### src/ofp_pkg.sv
// Shared types and constants for the OLED page framebuffer packer.
package ofp_pkg;

	localparam logic [1:0] KIND_WRITE  = 2'd0;
	localparam logic [1:0] KIND_CLEAR  = 2'd1;
	localparam logic [1:0] KIND_SEND   = 2'd2;
	localparam logic [1:0] KIND_UNUSED = 2'd3;

	localparam logic [7:0] OPC_COL_RANGE  = 8'h21;
	localparam logic [7:0] OPC_PAGE_RANGE = 8'h22;
	localparam int         ROWS_PER_PAGE  = 8;

	typedef struct packed {
		logic [1:0] kind;
		logic [7:0] pixel_x;
		logic [5:0] pixel_y;
		logic       pixel_on;
	} item_t;

	typedef struct packed {
		logic [7:0] out_byte;
		logic       is_data;
		logic       last_of_frame;
	} result_t;

	typedef enum logic [2:0] {
		ST_IDLE,
		ST_CLEAR,
		ST_WRITE,
		ST_CMD,
		ST_READ,
		ST_FINISH
	} state_t;

	// Commands from the controller to the datapath.
	typedef struct packed {
		logic load;
		logic clr_init;
		logic clr_step;
		logic pix_write;
		logic emit_cmd;
		logic rd_step;
		logic emit_data;
	} ctrl_t;

	// Status from the datapath to the controller.
	typedef struct packed {
		logic in_data;
		logic clr_last;
		logic bit_last;
	} stat_t;

endpackage

### src/ofp_ctrl.sv
// Controller state machine of the OLED page framebuffer packer.
module ofp_ctrl (
	input  logic          clk,
	input  logic          arst_n,
	input  logic          start,
	input  logic [1:0]    kind,
	input  ofp_pkg::stat_t stat,
	output logic          busy,
	output ofp_pkg::ctrl_t ctrl
);
	import ofp_pkg::*;

	state_t state_q, state_d;

	always_ff @(posedge clk or negedge arst_n) begin
		if (!arst_n) begin
			// The pixel store is swept clear after reset.
			state_q <= ST_CLEAR;
		end else begin
			state_q <= state_d;
		end
	end

	always_comb begin
		state_d = state_q;
		unique case (state_q)
			ST_IDLE: begin
				if (start) begin
					unique case (kind)
						KIND_WRITE: state_d = ST_WRITE;
						KIND_CLEAR: state_d = ST_CLEAR;
						KIND_SEND:  state_d = stat.in_data ? ST_READ : ST_CMD;
						default:    state_d = ST_IDLE;
					endcase
				end
			end
			ST_CLEAR: begin
				if (stat.clr_last) state_d = ST_IDLE;
			end
			ST_WRITE:  state_d = ST_IDLE;
			ST_CMD:    state_d = ST_IDLE;
			ST_READ: begin
				if (stat.bit_last) state_d = ST_FINISH;
			end
			ST_FINISH: state_d = ST_IDLE;
			default:   state_d = ST_IDLE;
		endcase
	end

	always_comb begin
		ctrl = '0;
		busy = (state_q != ST_IDLE);
		unique case (state_q)
			ST_IDLE: begin
				ctrl.load     = start;
				ctrl.clr_init = start && (kind == KIND_CLEAR);
			end
			ST_CLEAR:  ctrl.clr_step  = 1'b1;
			ST_WRITE:  ctrl.pix_write = 1'b1;
			ST_CMD:    ctrl.emit_cmd  = 1'b1;
			ST_READ:   ctrl.rd_step   = 1'b1;
			ST_FINISH: ctrl.emit_data = 1'b1;
			default:   ctrl = '0;
		endcase
	end

endmodule

### config.mk
export PLATFORM = sky130hd
export DESIGN_NAME = ofp_ctrl
export DESIGN_NICKNAME = d
export VERILOG_FILES = /design/src/ofp_pkg.sv /design/src/ofp_ctrl.sv
export SDC_FILE = /design/constraint.sdc
export NUM_CORES = 1
export LEC_CHECK = 0
export BUFFER_PORTS_ARGS = -buffer_cell sky130_fd_sc_hd__buf_2
export CAP_MARGIN = 5
export CORE_AREA = 2 2 39 41
export DETAILED_ROUTE_END_ITERATION = 16
export DIE_AREA = 0 0 41 43
export GPL_ROUTABILITY_DRIVEN = 1
export PLACE_DENSITY = 0.43
export SYNTH_ARGS = -nofsm -noshare
export SYNTH_HDL_FRONTEND = slang
export SYNTH_SLANG_ARGS = --single-unit
### constraint.sdc
create_clock -name clk -period 1.33 [get_ports clk]
set_input_delay 0.0665 -clock clk [delete_from_list [all_inputs] [get_ports clk]]
set_output_delay 0.0665 -clock clk [all_outputs]
set_load 0.005 [all_outputs]
==> impl_metrics.json <==
{
  "grt_pass1_vias": 240,
  "rows": 14,
  "drc": 0,
  "grt_overflow": 0,
  "end_kind": "primary output",
  "hold_viol": 0,
  "dieArea_um2": 1760,
  "wl_um": 568,
  "critPathKind": "reg2out",
  "slew_headroom_pct": 83.6,
  "final_cell_mix": "buf_2 (15), inv_1 (3), clkbuf_4 (3)",
  "io-pin-count": 16,
  "p_comb_share_pct": 42.1,
  "power_density_nw_per_um2": 1400,
  "cellInternalPower_uw": 367,
  "clock_latency_ps": 230,
  "startpoint_type": "flip-flop",
  "setup_tns_ps": 0,
  "drt-initial-drc-count": 0,
  "port_buffers": 15,
  "r2r_setup_slack_ps": 270,
  "synth.avg_cell_area_um2": 10.4,
  "viasPerCell": 4.03,
  "die_h_um": 43,
  "wl_per_cell_um": 9.31,
  "gp_congestion": 0.633,
  "dp_hpwl_um": 440,
  "vdd_ir_drop_max_v": 0.000387,
  "htree_levels": 1,
  "slew_viol_final": 0,
  "layout-drive-gt1-share_pct": 66.7,
  "cts_root_buf": "clkbuf_4",
  "floorplan.initialDensity_pct": 18.0,
  "postSynthNetCount": 32,
  "leakage_uw": 0.000213,
  "area_delta_synth_final_pct": 61.3,
  "grt_usage_pct": 8.05,
  "antenna_cells": 0,
  "antenna_found_initial": 0,
  "yosys.area.top_type": "dfrtp_1",
  "ys_ff_latch": 3,
  "nNetsFinal": 54,
  "worstPathMaxFanout": 5,
  "syn_inst": 24,
  "fin_skew_ps": 0.236,
  "hold-worst-slack_ps": 40.8,
  "swShare_pct": 34.7,
  "cts_sinks": 3,
  "drv_cap": 0,
  "synthTopCellsByArea": "dfrtp_1 (20%), dfstp_2 (11%), nor3b_2 (10%), nor3_2 (8.0%), and3b_1 (7.0%)",
  "cts_tree": "yes",
  "die_w_um": 41,
  "max_freq_ghz": 0.794,
  "rsz0062_at_grt": "false",
  "max_flop_register": "state_q",
  "tightest_slew_ps": 243,
  "cts_inserted_buffers": 3,
  "syn_area_um2": 249,
  "cp_data_arrival_time_ps": 1190,
  "grt_max_degree": 9,
  "vias": 246,
  "clock_power_share_pct": 28.1,
  "grt_pass1_wl_um": 917,
  "yosys.area.top_type_share_pct": 20.1,
  "hold_path.class": "in2reg",
  "netSwitchingPower_uw": 195,
  "reg_top3": "state_q (3)",
  "ys_warn_count": 0,
  "setup_viol": 0,
  "power.total_uw": 563,
  "ys_types": 16,
  "synth.yosys.seq_area_share_pct": 30.7,
  "core_um2": 1380,
  "fin_crit_ps": 1260,
  "path_clk_slew_ps": 40,
  "drt_pass1_iterations": 1,
  "cts.path.max_buffers": 2,
  "seq_power_share_pct": 29.9,
  "largest_reg_flops": 3,
  "outcome": "finished, final reports clean",
  "period_share_pct": 94.6,
  "cp.required_ps": 1260,
  "ant_nets": 0,
  "layout_commonest_cell": "buf_2"
}
==> synthesized netlist by cell type, drive strengths merged <==
cell	number
nand2	1
a41oi	1
a211oi	1
inv	3
dfstp	1
and2b	1
and3b	2
mux2i	1
dfrtp	2
o41ai	1
buf	1
nor3b	4
nor3	4
nand2b	1
==> worst paths after layout <==
check	end	depth (start not counted)	start
min in group asynchronous	state_q[2]$_DFFE_PN0P_	2	arst_n
max in group asynchronous	state_q[0]$_DFFE_PN1P_	2	arst_n
worst min register to register	state_q[2]$_DFFE_PN0P_	1	state_q[0]$_DFFE_PN1P_
worst max register to register	state_q[0]$_DFFE_PN1P_	3	state_q[0]$_DFFE_PN1P_
worst min-delay path	state_q[1]$_DFFE_PN0P_	2	kind[0]
worst max-delay path	ctrl[5]	4	state_q[2]$_DFFE_PN0P_
==> power groups by stage <==
| stage | clock (uW) | combinational, uW | sequential, uW |
|---|---|---|---|
| final | 158 | 237 | 168 |
| after global routing | 163 | 262 | 175 |
| after CTS | 162 | 223 | 161 |
| after detailed placement | 0 | 220 | 162 |
| after global placement | 0 | 223 | 163 |
| after floorplan | 0 | 139 | 148 |
==> cell type report <==
type / instances / area (um2)
Fill cell: 155 / 982
Multi-Input combinational cell: 17 / 168
Timing Repair Buffer: 18 / 100
Sequential cell: 3 / 76.3
Clock buffer: 4 / 26.3
Tap cell: 16 / 20.0
Inverter: 3 / 11.3
==> cells by family (layout without fill, tap and decap cells) <==
group           count (synthesis)  count (layout)  share of synthesized area, %
flops                           3               3                          30.7
mux                             1               1                          4.02
buf+inv                         4              25                          7.54
simple gates                   13              13                          42.7
compound gates                  3               3                          15.1
==> worst max-delay path: stages (launching register included) <==
cell	delay [ps]
dfrtp_1	450
nor3_4	180
nand2_2	100
nor3_2	100
buf_2	130
==> metal layers <==
layer | global-route usage (%) | routed length [um] | vias up
li1 | - | - | 128
met1 | 9.71 | 236 | 107
met2 | 10.0 | 282 | 11
met3 | 3.14 | 49 | 0
met4 | 8.00 | 0 | 0
met5 | 0 | 0 | -
==> timing repair <==
item	in CTS	in global routing
endpoints found under the hold margin	3	0
hold buffers	1	0
gates resized for setup	0	3
buffers inserted	0	0
setup endpoints to repair	0	1
==> per-stage QoR <==
step	area (um2)	util (%)	instances	setup slack, ps
final	402	29.0	61	71.3
after global routing	402	29.0	61	11.9
after CTS	388	28.0	61	6.52
after detailed placement	352	25.4	56	270
after global placement	352	25.4	56	247
after floorplan	249	-	24	317
Power figures use the tool's default switching activity.
